### src/rtl/assert_macros.svh
// ----------------------------------------------------------------------------
// assert_macros.svh
// Assertion helpers for the RTL file that carries checks, the core top level.
// ----------------------------------------------------------------------------
`ifndef ASSERT_MACROS_SVH
`define ASSERT_MACROS_SVH

// same-cycle implication
`define ASSERT_IMPLIES(label, clk, rst_n, ante, cons, msg) \
    label: assert property (@(posedge clk) disable iff (!rst_n) (ante) |-> (cons)) \
        else $error(msg);

// next-cycle implication
`define ASSERT_NEXT(label, clk, rst_n, ante, cons, msg) \
    label: assert property (@(posedge clk) disable iff (!rst_n) (ante) |=> (cons)) \
        else $error(msg);

`endif

### src/rtl/itoar_pkg.sv
// ----------------------------------------------------------------------------
// itoar_pkg
// Shared types, constants and helpers for the integer to ASCII radix core.
// ----------------------------------------------------------------------------
package itoar_pkg;

    localparam int WORD_BITS_DEFAULT = 32;
    localparam int IN_WORD_BITS      = 32;
    localparam int RADIX_BITS        = 6;
    localparam int CHAR_BITS         = 8;
    localparam int DIV_STEP_BITS     = 8;

    localparam logic [RADIX_BITS-1:0] RADIX_MIN     = 6'd2;
    localparam logic [RADIX_BITS-1:0] RADIX_MAX     = 6'd36;
    localparam logic [RADIX_BITS-1:0] RADIX_DECIMAL = 6'd10;
    localparam logic [RADIX_BITS-1:0] DIGIT_MAX_NUM = 6'd9;

    localparam logic [CHAR_BITS-1:0] CHAR_MINUS = 8'h2D;
    localparam logic [CHAR_BITS-1:0] CHAR_ZERO  = 8'h30;
    localparam logic [CHAR_BITS-1:0] CHAR_LOW_A = 8'h61;
    localparam logic [CHAR_BITS-1:0] CHAR_NONE  = 8'h00;

    typedef enum logic [2:0] {
        S_IDLE,
        S_DIV,
        S_SIGN,
        S_READ,
        S_EMIT,
        S_BAD
    } state_t;

    typedef struct packed {
        logic load;
        logic div_step;
        logic load_sign;
        logic rd_issue;
        logic load_digit;
        logic load_bad;
    } ctrl_cmd_t;

    typedef struct packed {
        logic radix_bad;
        logic div_last;
        logic quot_zero;
        logic neg;
        logic idx_zero;
        logic out_free;
    } dp_status_t;

    function automatic logic [CHAR_BITS-1:0] digit_char(input logic [RADIX_BITS-1:0] d);
        logic [CHAR_BITS-1:0] c;
        if (d > DIGIT_MAX_NUM)
        begin
            c = CHAR_LOW_A + CHAR_BITS'(d) - CHAR_BITS'(DIGIT_MAX_NUM + 6'd1);
        end
        else
        begin
            c = CHAR_ZERO + CHAR_BITS'(d);
        end
        return c;
    endfunction

endpackage

### src/rtl/itoar_ctrl.sv
// ----------------------------------------------------------------------------
// itoar_ctrl
// Sequencer: request intake, division loop, sign and digit emission, bad-radix result.
// ----------------------------------------------------------------------------
module itoar_ctrl (
    input  logic                   clk,
    input  logic                   rst_n,
    input  logic                   in_valid,
    output logic                   in_stall,
    input  itoar_pkg::dp_status_t  status,
    output itoar_pkg::ctrl_cmd_t   cmd
);
    import itoar_pkg::*;

    state_t state_reg;
    state_t state_next;

    always_ff @(posedge clk or negedge rst_n)
    begin
        if (!rst_n)
        begin
            state_reg <= S_IDLE;
        end
        else
        begin
            state_reg <= state_next;
        end
    end

    always_comb
    begin
        state_next = state_reg;
        case (state_reg)
            S_IDLE:
            begin
                if (in_valid)
                begin
                    state_next = status.radix_bad ? S_BAD : S_DIV;
                end
            end
            S_DIV:
            begin
                if (status.div_last && status.quot_zero)
                begin
                    state_next = status.neg ? S_SIGN : S_READ;
                end
            end
            S_SIGN:
            begin
                if (status.out_free)
                begin
                    state_next = S_READ;
                end
            end
            S_READ:
            begin
                state_next = S_EMIT;
            end
            S_EMIT:
            begin
                if (status.out_free)
                begin
                    state_next = status.idx_zero ? S_IDLE : S_READ;
                end
            end
            S_BAD:
            begin
                if (status.out_free)
                begin
                    state_next = S_IDLE;
                end
            end
            default:
            begin
                state_next = S_IDLE;
            end
        endcase
    end

    always_comb
    begin
        cmd      = '0;
        in_stall = 1'b1;
        case (state_reg)
            S_IDLE:
            begin
                in_stall = 1'b0;
                cmd.load = in_valid;
            end
            S_DIV:
            begin
                cmd.div_step = 1'b1;
            end
            S_SIGN:
            begin
                cmd.load_sign = status.out_free;
            end
            S_READ:
            begin
                cmd.rd_issue = 1'b1;
            end
            S_EMIT:
            begin
                cmd.load_digit = status.out_free;
            end
            S_BAD:
            begin
                cmd.load_bad = status.out_free;
            end
            default:
            begin
                cmd = '0;
            end
        endcase
    end

endmodule

### src/rtl/itoar_datapath.sv
// ----------------------------------------------------------------------------
// itoar_datapath
// Operand capture, 8-bit-per-cycle radix divider, digit store, output register.
// ----------------------------------------------------------------------------
module itoar_datapath #(
    parameter int WORD_BITS = itoar_pkg::WORD_BITS_DEFAULT
) (
    input  logic                                  clk,
    input  logic                                  rst_n,
    input  logic [itoar_pkg::IN_WORD_BITS-1:0]    value_word,
    input  logic [itoar_pkg::RADIX_BITS-1:0]      radix,
    input  itoar_pkg::ctrl_cmd_t                  cmd,
    output itoar_pkg::dp_status_t                 status,
    input  logic                                  out_stall,
    output logic                                  out_valid,
    output logic [itoar_pkg::CHAR_BITS-1:0]       char_code,
    output logic                                  last_char,
    output logic                                  bad_radix
);
    import itoar_pkg::*;

    localparam int DIV_CYCLES = (WORD_BITS + DIV_STEP_BITS - 1) / DIV_STEP_BITS;
    localparam int PAD_BITS   = DIV_CYCLES * DIV_STEP_BITS;
    localparam int STEP_W     = (DIV_CYCLES > 1) ? $clog2(DIV_CYCLES) : 1;
    localparam int IDX_W      = $clog2(WORD_BITS);

    logic [PAD_BITS-1:0]      word_reg;
    logic [RADIX_BITS-1:0]    radix_reg;
    logic                     neg_reg;
    logic [RADIX_BITS-1:0]    rem_reg;
    logic [STEP_W-1:0]        step_reg;
    logic [IDX_W-1:0]         wr_ptr_reg;
    logic [IDX_W-1:0]         idx_reg;
    logic [RADIX_BITS-1:0]    rd_data_reg;
    logic                     out_valid_reg;
    logic [CHAR_BITS-1:0]     char_reg;
    logic                     last_reg;
    logic                     bad_reg;

    logic [RADIX_BITS-1:0]    digit_mem [WORD_BITS];

    logic [WORD_BITS-1:0]     in_word;
    logic                     in_neg;
    logic [WORD_BITS-1:0]     in_mag;
    logic [DIV_STEP_BITS-1:0] top_bits;
    logic [DIV_STEP_BITS-1:0] q_bits;
    logic [RADIX_BITS-1:0]    rem_new;
    logic [RADIX_BITS:0]      trial;
    logic [PAD_BITS+DIV_STEP_BITS-1:0] shifted;
    logic [PAD_BITS-1:0]      word_div;
    logic                     div_last;
    logic                     out_free;

    always_comb
    begin
        in_word = WORD_BITS'(value_word);
        in_neg  = (radix == RADIX_DECIMAL) && in_word[WORD_BITS-1];
        in_mag  = in_neg ? (~in_word + WORD_BITS'(1)) : in_word;
    end

    // restoring division, one quotient byte per cycle, remainder stays below radix
    always_comb
    begin
        top_bits = word_reg[PAD_BITS-1 -: DIV_STEP_BITS];
        rem_new  = rem_reg;
        q_bits   = '0;
        trial    = '0;
        for (int i = DIV_STEP_BITS - 1; i >= 0; i--)
        begin
            trial = {rem_new, top_bits[i]};
            if (trial >= {1'b0, radix_reg})
            begin
                q_bits[i] = 1'b1;
                rem_new   = RADIX_BITS'(trial - {1'b0, radix_reg});
            end
            else
            begin
                rem_new = trial[RADIX_BITS-1:0];
            end
        end
        shifted  = {word_reg, q_bits};
        word_div = shifted[PAD_BITS-1:0];
    end

    assign div_last = (step_reg == STEP_W'(DIV_CYCLES - 1));
    assign out_free = !out_valid_reg || !out_stall;

    always_comb
    begin
        status.radix_bad = (radix < RADIX_MIN) || (radix > RADIX_MAX);
        status.div_last  = div_last;
        status.quot_zero = (word_div == '0);
        status.neg       = neg_reg;
        status.idx_zero  = (idx_reg == '0);
        status.out_free  = out_free;
    end

    always_ff @(posedge clk or negedge rst_n)
    begin
        if (!rst_n)
        begin
            step_reg      <= '0;
            wr_ptr_reg    <= '0;
            out_valid_reg <= 1'b0;
        end
        else
        begin
            if (cmd.load)
            begin
                step_reg   <= '0;
                wr_ptr_reg <= '0;
            end
            else if (cmd.div_step)
            begin
                step_reg <= div_last ? '0 : step_reg + STEP_W'(1);
                if (div_last)
                begin
                    wr_ptr_reg <= wr_ptr_reg + IDX_W'(1);
                end
            end
            if (cmd.load_sign || cmd.load_digit || cmd.load_bad)
            begin
                out_valid_reg <= 1'b1;
            end
            else if (!out_stall)
            begin
                out_valid_reg <= 1'b0;
            end
        end
    end

    always_ff @(posedge clk)
    begin
        if (cmd.load)
        begin
            word_reg  <= PAD_BITS'(in_mag);
            radix_reg <= radix;
            neg_reg   <= in_neg;
            rem_reg   <= '0;
        end
        else if (cmd.div_step)
        begin
            word_reg <= word_div;
            rem_reg  <= div_last ? '0 : rem_new;
            if (div_last)
            begin
                digit_mem[wr_ptr_reg] <= rem_new;
                idx_reg               <= wr_ptr_reg;
            end
        end
        if (cmd.rd_issue)
        begin
            rd_data_reg <= digit_mem[idx_reg];
        end
        if (cmd.load_digit)
        begin
            idx_reg <= idx_reg - IDX_W'(1);
        end
        if (cmd.load_sign)
        begin
            char_reg <= CHAR_MINUS;
            last_reg <= 1'b0;
            bad_reg  <= 1'b0;
        end
        else if (cmd.load_digit)
        begin
            char_reg <= digit_char(rd_data_reg);
            last_reg <= (idx_reg == '0);
            bad_reg  <= 1'b0;
        end
        else if (cmd.load_bad)
        begin
            char_reg <= CHAR_NONE;
            last_reg <= 1'b1;
            bad_reg  <= 1'b1;
        end
    end

    assign out_valid = out_valid_reg;
    assign char_code = char_reg;
    assign last_char = last_reg;
    assign bad_radix = bad_reg;

endmodule

### src/rtl/integer_to_ascii_radix_core.sv
// ----------------------------------------------------------------------------
// integer_to_ascii_radix_core
// Integer word to ASCII text in radix 2..36, most significant digit first.
// ----------------------------------------------------------------------------
//  Channel | Handshake           | Fields
//  --------+---------------------+-------------------------------------
//  in      | in_valid / in_stall | value_word[31:0], radix[5:0]
//  out     | out_valid/out_stall | char_code[7:0], last_char, bad_radix
//
//  A request divides once per digit, emits a minus sign if negative, then
//  reads and emits each digit; the divider retires eight quotient bits a
//  cycle. Bad radix: one result. Reset is asynchronous, active low, and
//  leaves the core idle. Output stalls hold the sequencer; a new request is
//  taken while the final character still waits in the output register.
// ----------------------------------------------------------------------------
`include "assert_macros.svh"

module integer_to_ascii_radix_core #(
    parameter int WORD_BITS = itoar_pkg::WORD_BITS_DEFAULT
) (
    input  logic                               clk,
    input  logic                               rst_n,
    input  logic                               in_valid,
    output logic                               in_stall,
    input  logic [itoar_pkg::IN_WORD_BITS-1:0] value_word,
    input  logic [itoar_pkg::RADIX_BITS-1:0]   radix,
    output logic                               out_valid,
    input  logic                               out_stall,
    output logic [itoar_pkg::CHAR_BITS-1:0]    char_code,
    output logic                               last_char,
    output logic                               bad_radix
);
    import itoar_pkg::*;

    ctrl_cmd_t  cmd;
    dp_status_t status;

    itoar_ctrl u_ctrl (
        .clk      (clk),
        .rst_n    (rst_n),
        .in_valid (in_valid),
        .in_stall (in_stall),
        .status   (status),
        .cmd      (cmd)
    );

    itoar_datapath #(
        .WORD_BITS (WORD_BITS)
    ) u_datapath (
        .clk        (clk),
        .rst_n      (rst_n),
        .value_word (value_word),
        .radix      (radix),
        .cmd        (cmd),
        .status     (status),
        .out_stall  (out_stall),
        .out_valid  (out_valid),
        .char_code  (char_code),
        .last_char  (last_char),
        .bad_radix  (bad_radix)
    );

    `ASSERT_NEXT(a_busy_after_req, clk, rst_n, in_valid && !in_stall, in_stall, "request not held off")
    `ASSERT_IMPLIES(a_bad_is_last, clk, rst_n, out_valid && bad_radix, last_char && (char_code == CHAR_NONE), "bad radix result malformed")
    `ASSERT_IMPLIES(a_mid_text_busy, clk, rst_n, out_valid && !last_char, in_stall, "request taken mid text")

endmodule

### config.mk
export PLATFORM = sky130hd
export DESIGN_NAME = integer_to_ascii_radix_core
export DESIGN_NICKNAME = d
export VERILOG_FILES = /design/src/rtl/itoar_pkg.sv /design/src/rtl/itoar_ctrl.sv /design/src/rtl/itoar_datapath.sv /design/src/rtl/integer_to_ascii_radix_core.sv
export VERILOG_INCLUDE_DIRS = /design/src /design/src/rtl
export SDC_FILE = /design/constraint.sdc
export NUM_CORES = 1
export LEC_CHECK = 0
export BUFFER_PORTS_ARGS = -buffer_cell sky130_fd_sc_hd__buf_4
export CAP_MARGIN = 20
export CORE_UTILIZATION = 55
export CTS_CLUSTER_SIZE = 30
export DETAILED_ROUTE_END_ITERATION = 8
export PLACE_DENSITY_LB_ADDON = 0.25
export RECOVER_POWER = 100
export SLEW_MARGIN = 20
export SYNTH_ARGS = -nofsm -noshare
export SYNTH_HDL_FRONTEND = slang
export SYNTH_SLANG_ARGS = --single-unit
### constraint.sdc
create_clock -name clk -period 21.2 [get_ports clk]
set_input_delay 1.06 -clock clk [delete_from_list [all_inputs] [get_ports clk]]
set_output_delay 1.06 -clock clk [all_outputs]
set_load 0.03 [all_outputs]
* Yosys cells after proc, flatten, opt, wreduce, memory -nomap -nowiden *
Memory sizes are Yosys's and may differ from the RTL's. A register that Yosys moved wholly into a read port is not among the register bits.
Cells that the tools add are included.

word-level totals
  flip-flop bits (word level) = 71
  RAM bits = 192
  input port bits = 42
  output and inout bits = 12
  logic and storage cells = 131
  memories kept = 1

operators by class
  $add $sub $neg = 15
  order comparisons = 11
  equal/unequal tests = 14
  multiplexer cells = 57
  bitwise operators = 1
  reduce and logical (&&, ||, !) cells = 20

memory list
  name                  depth  width  read ports  clocked after Yosys merged registers in  write ports  RTL line              RTL
  u_datapath.digit_mem  32     6      1           1                                        1            itoar_datapath.sv:40  logic [RADIX_BITS-1:0] digit_mem [WORD_BITS];

operators with widths
  operator                                                                          number
  32-bit 2-to-1 mux                                                                 3
  7-bit by 6-bit >= comparator with 1-bit output                                    8
  6-bit 2-to-1 mux                                                                  9
  6-bit subtractor                                                                  8
  5-bit 2-to-1 mux                                                                  7
  32-bit by 1-bit adder with 32-bit output (second input constant)                  1
  32-bit zero test                                                                  1
  32-bit inverter                                                                   1
  1-bit 2-to-1 mux                                                                  24
  8-bit 2-to-1 mux                                                                  3
  3-bit 2-to-1 mux                                                                  6
  3-bit case mux with 6 select lines                                                1
  2-bit by 1-bit inequality test with 1-bit output (second input constant)          6
  2-bit nonzero test                                                                5
  7-bit by 6-bit adder with 8-bit output (first input constant)                     1
  2-bit 2-to-1 mux                                                                  4
  8-bit by 4-bit subtractor with 8-bit output (second input constant)               1
  6-bit by 6-bit adder with 7-bit output (first input constant)                     1
  3-bit by 2-bit equality test with 1-bit output (second input constant)            2
  3-bit equality test (second input constant)                                       2
  6-bit by 4-bit equality test with 1-bit output (second input constant)            1
  6-bit by 4-bit greater-than comparator with 1-bit output (second input constant)  1
  6-bit greater-than comparator (second input constant)                             1
  6-bit by 2-bit less-than comparator with 1-bit output (second input constant)     1
  other kinds (15)                                                                  20

* Logic depth before layout (Yosys ltp) *
Gate-level depths: netlist of run 1.

  depth in word-level cells = 20
  mapped depth = 82
  gate-level depth less buffers = 80

* Hierarchy *
Synthesis of run 1 repeated with hierarchy kept, for this count alone.

second synthesis, totals
  cell total of the unflattened synthesis = 1136
  area total of the unflattened synthesis = 14580.2 um^2

by module, submodules not included
  module          times used  cells an instance  area each (um^2)  seq. area each (um^2)
  itoar_datapath  1           1101               14296.2           7787.5
  itoar_ctrl      1           35                 284.0             75.1

* Worst setup path after synthesis of run 1 *
OpenSTA, ideal clock, no wires.

  kind = register to register
  start = reg u_datapath.radix_reg[1]
  end = mem u_datapath.digit_mem[0][0], data pin
  library setup time = 0.392 ns
  data arrival time = 16.904 ns
  required time = 20.808 ns
  slack = 3.903 ns
  stages on the path, launching flop included = 79
  path buffers = 2
  period minus slack after synthesis = 17.297 ns
  path through = edfxtp_1 -> inv_1 -> ha_1 -> a21o_1 -> a211oi_1 -> mux2_2 -> ha_1 -> o21ai_1 -> a21oi_1 -> o311ai_1 -> nand2_1 -> clkbuf_1 -> nand2_1 -> a21boi_0 -> ha_1 -> nor2b_1 -> o31a_1 -> o22ai_1 -> [43 not listed] -> a21o_1 -> a211oi_1 -> o21ai_1 -> a211oi_4 -> mux2_2 -> inv_1 -> ha_1 -> nor2b_1 -> o21ai_0 -> nand2b_1 -> a21o_1 -> a21o_1 -> nand2_1 -> nand2_1 -> a221o_1 -> a21o_1 -> mux2i_4 -> mux2i_1

on the way
  longest elaborated chain between the ends = 16
  elaborated cells on any way between the ends = 23
  those cells by class = add/sub: 7; order compare: 8; mux: 8

ends and longest elaborated chain
  element                                                                             RTL line                                    RTL
  start: declaration                                                                  itoar_datapath.sv:28                        logic [RADIX_BITS-1:0] radix_reg;
  start signal: assignment                                                            itoar_datapath.sv:137                       radix_reg <= radix;
  6-bit subtractor or 7-bit by 6-bit >= comparator with 1-bit output (tied branches)  itoar_datapath.sv:74, itoar_datapath.sv:71
  6-bit 2-to-1 mux                                                                    itoar_datapath.sv:71                        if (trial >= {1'b0, radix_reg})
  6-bit subtractor or 7-bit by 6-bit >= comparator with 1-bit output (tied branches)  itoar_datapath.sv:74, itoar_datapath.sv:71
  6-bit 2-to-1 mux                                                                    itoar_datapath.sv:71
  6-bit subtractor or 7-bit by 6-bit >= comparator with 1-bit output (tied branches)  itoar_datapath.sv:74, itoar_datapath.sv:71
  6-bit 2-to-1 mux                                                                    itoar_datapath.sv:71
  6-bit subtractor or 7-bit by 6-bit >= comparator with 1-bit output (tied branches)  itoar_datapath.sv:74, itoar_datapath.sv:71
  6-bit 2-to-1 mux                                                                    itoar_datapath.sv:71
  6-bit subtractor or 7-bit by 6-bit >= comparator with 1-bit output (tied branches)  itoar_datapath.sv:74, itoar_datapath.sv:71
  6-bit 2-to-1 mux                                                                    itoar_datapath.sv:71
  7-bit by 6-bit >= comparator with 1-bit output or 6-bit subtractor (tied branches)  itoar_datapath.sv:71, itoar_datapath.sv:74
  6-bit 2-to-1 mux                                                                    itoar_datapath.sv:71
  6-bit subtractor or 7-bit by 6-bit >= comparator with 1-bit output (tied branches)  itoar_datapath.sv:74, itoar_datapath.sv:71
  6-bit 2-to-1 mux                                                                    itoar_datapath.sv:71
  7-bit by 6-bit >= comparator with 1-bit output (*)                                  itoar_datapath.sv:71
  6-bit 2-to-1 mux (*)                                                                itoar_datapath.sv:71
  via u_datapath.rem_new[0]                                                           itoar_datapath.sv:47                        logic [RADIX_BITS-1:0] rem_new;
  end: declaration                                                                    itoar_datapath.sv:40

The timed path passes the listed nets; every way through them passes the cells marked *.

* Worst setup path in the final report of run 1 *
  start = reg u_datapath.radix_reg[1]
  end = mem u_datapath.digit_mem[8][0], data pin

The elaborated chain is that of the path after synthesis.

==> run summary, run 1 <==
Antenna-violating nets left -> 0
First-pass DRT Iterations -> 5
Final Core Density -> 62.4%
Initial antenna violation count -> 0
Unique masters post-synth -> 73
Total GRT Usage -> 24.8%
CP required -> 21,520 ps
IO Pins -> 54
DIE AREA -> 0.0265 sq mm
Placed cell areas -> 0.0149 sq mm
Root buffer cell -> clkbuf_16
Synth Flop Type -> edfxtp_1
Clk buf depth -> 3
WL final -> 32,400 microns
Crit path top cell by count -> a21o_1
Skew-Pair Late Insertion Delay -> 560 ps
WHS -> 470 ps
Worst Skew -> 23.9 ps
Final-stage net count -> 1,255
Yosys reg bits -> 269
Routed len/inst -> 21.7 microns
Most frequent cells in the layout -> edfxtp_1, nor2_1, nand2_1
FMAX -> 0.0509 GHz
Final setup vio count -> 0
RSZ-0062 raised after global routing -> false
CTS tree -> yes
Mapped Area -> 0.0142 sq mm
DRC viols -> 0
Post-cts hold buffer count -> 0
Estimated wirelength of the detail-placed design -> 22,500 microns
Max FFs per register -> 192
Die H -> 163 microns
Antenna cells -> 0
Final Cycle Share -> 92.6%
Core Box Area -> 0.0253 sq mm
Layout cells sized above 1 -> 14.8%
Placer Congestion -> 0.978
Slew headroom -> -175%
Via density -> 6.09
Row cnt -> 58
Setup_tns -> 0 ps
Global-route wire length before repair -> 49,700 microns
Top cells by area, synth -> edfxtp_1, mux4_2, ha_1
Syn_area_per_cell -> 13.0 sq um
Largest net degree at the start of global routing -> 57
Max-cap viol count -> 2
CTS sink cnt -> 269
Commonest non-fill, non-tap cell in the layout -> edfxtp_1
Failing checks -> max-capacitance violations, max-slew violations
Area Overhead vs Synth -> 11.0%
Data arrival time of the worst path -> 19,960 ps
Cell area after layout -> 0.0158 sq mm
Largest area contributor in the netlist -> edfxtp_1
Overflow after GRT -> 0
Worst Path Max Fanout -> 32
Final Hold Fails -> 0
Worst stage delay on the critical path -> 740 ps
Min Tclk post-route -> 19,640 ps
Num CTS Buffers -> 28
Post-Synthesis Cells -> 1,096
Status -> complete, but fails checks
Htree depth -> 1
Crit path kind -> reg2reg
Initial DRC count -> 723
Total number of vias -> 9,111
Critical Path End Type -> flip-flop
Number of enable flip-flop cells after synthesis -> 242
Max-slew violation count -> 109
Hold Path Class -> reg2reg
Post-CTS Setup Bufs -> 0
Synth Warn # -> 0
Buffers on Ports -> 53
Worst Setup Start Kind -> flip-flop
Die Width -> 163 microns
Worst-Margin Slew -> 4130 ps
Seq/Total Area, Yosys -> 55.4%
Number of global-route vias before repair -> 9,077
Synth top area share -> 51.2%
Clock-pin slew on the worst setup and hold paths -> 60 ps
Initial Util -> 56.2%
Ys async rst share -> 4.09%
Post_cts resized -> 0
Post-synth net total -> 1,207
Slowest cell on crit path -> edfxtp_1
-- kinds of logic after synthesis --
family                   count (synthesis)  share of synthesized area, %
multiplexers                            92                          12.2
buffers and inverters                   90                          2.43
flip-flops                             269                          55.4
XOR/XNOR                                62                          3.82
adder cells (fa/ha/maj)                 69                          6.50
AND/OR/NAND/NOR                        299                          10.1
AO/OA/AOI/OAI                          215                          9.65
-- layer usage --
layer  global-route usage (%)  vias to the layer above  part of all wire [%]
li1                         -                     4258                     -
met1                     31.8                     4468                    41
met2                     42.5                      310                    50
met3                     3.21                       75                   5.2
met4                     10.7                        0                   3.8
met5                        0                        -                     0
-- Yosys cell counts, types with 10 or more instances --
cell type	count
o21ai_0	59
xnor2_1	38
nand2_1	85
mux2_2	16
ha_1	61
a21o_1	24
nor4_1	11
mux2i_1	10
dfxtp_1	16
nor2_1	92
xor2_1	24
a21oi_1	58
inv_1	47
mux4_2	60
dfrtp_1	11
clkbuf_1	32
edfxtp_1	242
nand2b_1	13
nand3_1	11
nor2b_1	15
nor3_1	24
-- per-stage QoR --
step	setup WS, ps	instances
4_1_cts	1940	1496
6_report	1560	1496
3_3_place_gp	2450	1444
3_5_place_dp	2000	1444
2_1_floorplan	3900	1096
5_1_grt	195	1496
-- path summary, 6_finish.rpt --
kind	from	end	slack (ps)	cells after the start
setup / recovery	u_datapath.radix_reg[1]	u_datapath.digit_mem[8][0]	1560	76
hold / removal	u_datapath.char_code[6]	u_datapath.char_code[6]	470	2
setup reg to reg	u_datapath.radix_reg[1]	u_datapath.digit_mem[8][0]	1560	76
hold reg to reg	u_datapath.char_code[6]	u_datapath.char_code[6]	470	2
max in group asynchronous	rst_n	u_datapath.step_reg[1]	20270	1
min in group asynchronous	rst_n	u_ctrl.state_reg[0]	510	1
-- cell type report --
type	count	area, sq um
clock inverters	14	149
flip-flops and latches	269	7860
well taps	330	413
inverters	49	184
fillers	1921	9490
clock buffers	38	808
repair buffers	59	353
multi-input cells	737	6000
-- worst max-delay path, delay by kind of cell, from the launching register on --
family	cells	cell delay, ps
adders and majority gates	8	2450
muxes	4	1560
and+or+nand+nor	21	3950
DFF	1	740
buffers and inverters	5	1010
AOI/OAI and AO/OA	38	9730
Power of run 1 is not shown: default switching activity piles up to over one toggle a cycle in this logic, so the estimate is an artifact.
==> run 2, diff against run 1 <==
--- a/config.mk
+++ b/config.mk
@@ -6,6 +6,7 @@
 export SDC_FILE = /design/constraint.sdc
 export NUM_CORES = 1
 export LEC_CHECK = 0
+export ABC_AREA = 1
 export BUFFER_PORTS_ARGS = -buffer_cell sky130_fd_sc_hd__buf_4
 export CAP_MARGIN = 20
 export CORE_UTILIZATION = 55
==> run 2 against run 1 <==
Against the previous run: the flow still finishes with violations (max-capacitance violations, max-slew violations); die area up 1.7%; register-to-register slack improved by 2800 ps; sequential share of layout area about the same; clock skew fell by 13 ps.
==> run summary, run 2 <==
Post-Synthesis Cells -> 1,470
Final Cycle Share -> 79.3%
Htree depth -> 1
FILL cells -> 2,103
Post-cts hold buffer count -> 0
Final Hold Fails -> 0
FMAX -> 0.0595 GHz
Clock-pin slew on the worst setup and hold paths -> 60 ps
Largest net degree at the start of global routing -> 57
Syn_area_per_cell -> 9.83 sq um
Worst Skew -> 11.4 ps
Ys async rst share -> 4.09%
Routed len/inst -> 18.7 microns
Synth top cells by count -> edfxtp_1, nand2_1, nor2_1
Slowest cell on crit path -> inv_1
Final setup vio count -> 0
Antenna-violating nets left -> 0
First-pass DRT Iterations -> 6
Row cnt -> 58
Yosys reg bits -> 269
Initial antenna violation count -> 1
Post-synth net total -> 1,581
Critical Path End Type -> flip-flop
Initial Util -> 56.7%
Root buffer cell -> clkbuf_16
CTS sink cnt -> 269
Antenna cells -> 0
Total number of vias -> 10,852
Worst Hold Path Cells -> 2
Hold Path Class -> reg2reg
DRC viols -> 0
Post_cts resized -> 0
Commonest non-fill, non-tap cell in the layout -> edfxtp_1
Core Box Area -> 0.0255 sq mm
Largest area contributor in the netlist -> edfxtp_1
Data arrival time of the worst path -> 16,990 ps
Synth Warn # -> 0
Max-cap viol count -> 5
Worst stage delay on the critical path -> 800 ps
Total GRT Usage -> 26.3%
Die Width -> 164 microns
DIE AREA -> 0.0269 sq mm
Failing checks -> max-capacitance violations, max-slew violations
RSZ-0062 raised after global routing -> false
Slew headroom -> -69.4%
Min Tclk post-route -> 16,810 ps
Post-CTS Setup Bufs -> 0
IO Pins -> 54
Unique masters post-synth -> 55
Num CTS Buffers -> 27
Buffers on Ports -> 53
R2R depth -> 76
WL final -> 34,800 microns
R2R Setup Slk -> 4390 ps
Initial DRC count -> 1,014
Worst Path Max Fanout -> 32
Number of global-route vias before repair -> 10,239
Clk buf depth -> 3
Max FFs per register -> 192
Setup_tns -> 0 ps
Crit path kind -> reg2reg
Via density -> 5.83
Worst-Margin Slew -> 2540 ps
Estimated wirelength of the detail-placed design -> 24,100 microns
Synth top area share -> 50.3%
Number of enable flip-flop cells after synthesis -> 242
Seq/Total Area, Yosys -> 54.4%
Overflow after GRT -> 0
Placer Congestion -> 0.884
Final-stage net count -> 1,620
Area Overhead vs Synth -> 9.15%
Die H -> 164 microns
CP required -> 21,380 ps
Worst Setup Start Kind -> flip-flop
Count leader, synth -> edfxtp_1
CTS tree -> yes
Layout cells sized above 1 -> 7.45%
Max-slew violation count -> 248
Mapped Area -> 0.0145 sq mm
Final Core Density -> 61.9%
Skew-Pair Late Insertion Delay -> 540 ps
Synth Flop Type -> edfxtp_1
Global-route wire length before repair -> 54,800 microns
Most frequent cells in the layout -> edfxtp_1, nand2_1, nor2_1
Top cells by area, synth -> edfxtp_1, o21ai_0, nand2_1
Status -> complete, but fails checks
run 2: path summary, 6_finish.rpt:
check | startpoint | endpoint
setup / recovery | u_datapath.radix_reg[1] | u_datapath.digit_mem[10][3]
hold / removal | u_datapath.char_code[3] | u_datapath.char_code[3]
setup reg to reg | u_datapath.radix_reg[1] | u_datapath.digit_mem[10][3]
hold reg to reg | u_datapath.char_code[3] | u_datapath.char_code[3]
max in group asynchronous | rst_n | u_datapath.step_reg[0]
min in group asynchronous | rst_n | u_datapath.wr_ptr_reg[2]
run 2: logic make-up (layout without fill, tap and decap cells):
kind of cell / after synthesis / after routing / synth area share, %
AO/OA/AOI/OAI: 324 / 324 / 13.1
XOR/XNOR: 59 / 59 / 3.58
adder cells (fa/ha/maj): 69 / 69 / 6.39
buffers and inverters: 187 / 247 / 4.96
flip-flops: 269 / 269 / 54.4
AND/OR/NAND/NOR: 562 / 562 / 17.5
run 2: cell type report:
type / count / area, sq um / area share [%]
sequential: 269 / 7860 / 49.8
multi-input combinational: 1014 / 5800 / 36.8
clock buffer: 39 / 751 / 4.76
inverter: 137 / 514 / 3.26
tap: 330 / 413 / 2.62
timing repair buffer: 60 / 364 / 2.31
clock inverter: 11 / 68.8 / 0.436
run 2: metrics by stage:
step | setup WS [ps] | cells | cell area [sq um] | hold WS, ps
floorplan | 8300 | 1470 | 14500 | 449
global placement | 6650 | 1810 | 15100 | 461
detailed placement | 6090 | 1810 | 15100 | 461
CTS | 6050 | 1860 | 15900 | 346
global route | 2470 | 1860 | 15800 | 502
finish | 4390 | 1860 | 15800 | 473
run 2: critical path: cells and delay by family (launching register included):
family          cells  cell delay [ps]
compound gates     27             6870
fa+ha+maj           8             2640
buf+inv            12             2170
flops               1              710
simple gates       29             4030
run 2: per-layer routing:
metal / vias to the layer above / part of all wire [%] / track usage, % / wire length, microns
li1: 5274 / - / - / -
met1: 5136 / 43 / 36.3 / 15100
met2: 395 / 48 / 44.6 / 16800
met3: 45 / 6.5 / 3.46 / 2250
met4: 2 / 1.8 / 5.26 / 611
met5: - / 0.026 / 0 / 9
Power of run 2 is left out for the same reason.
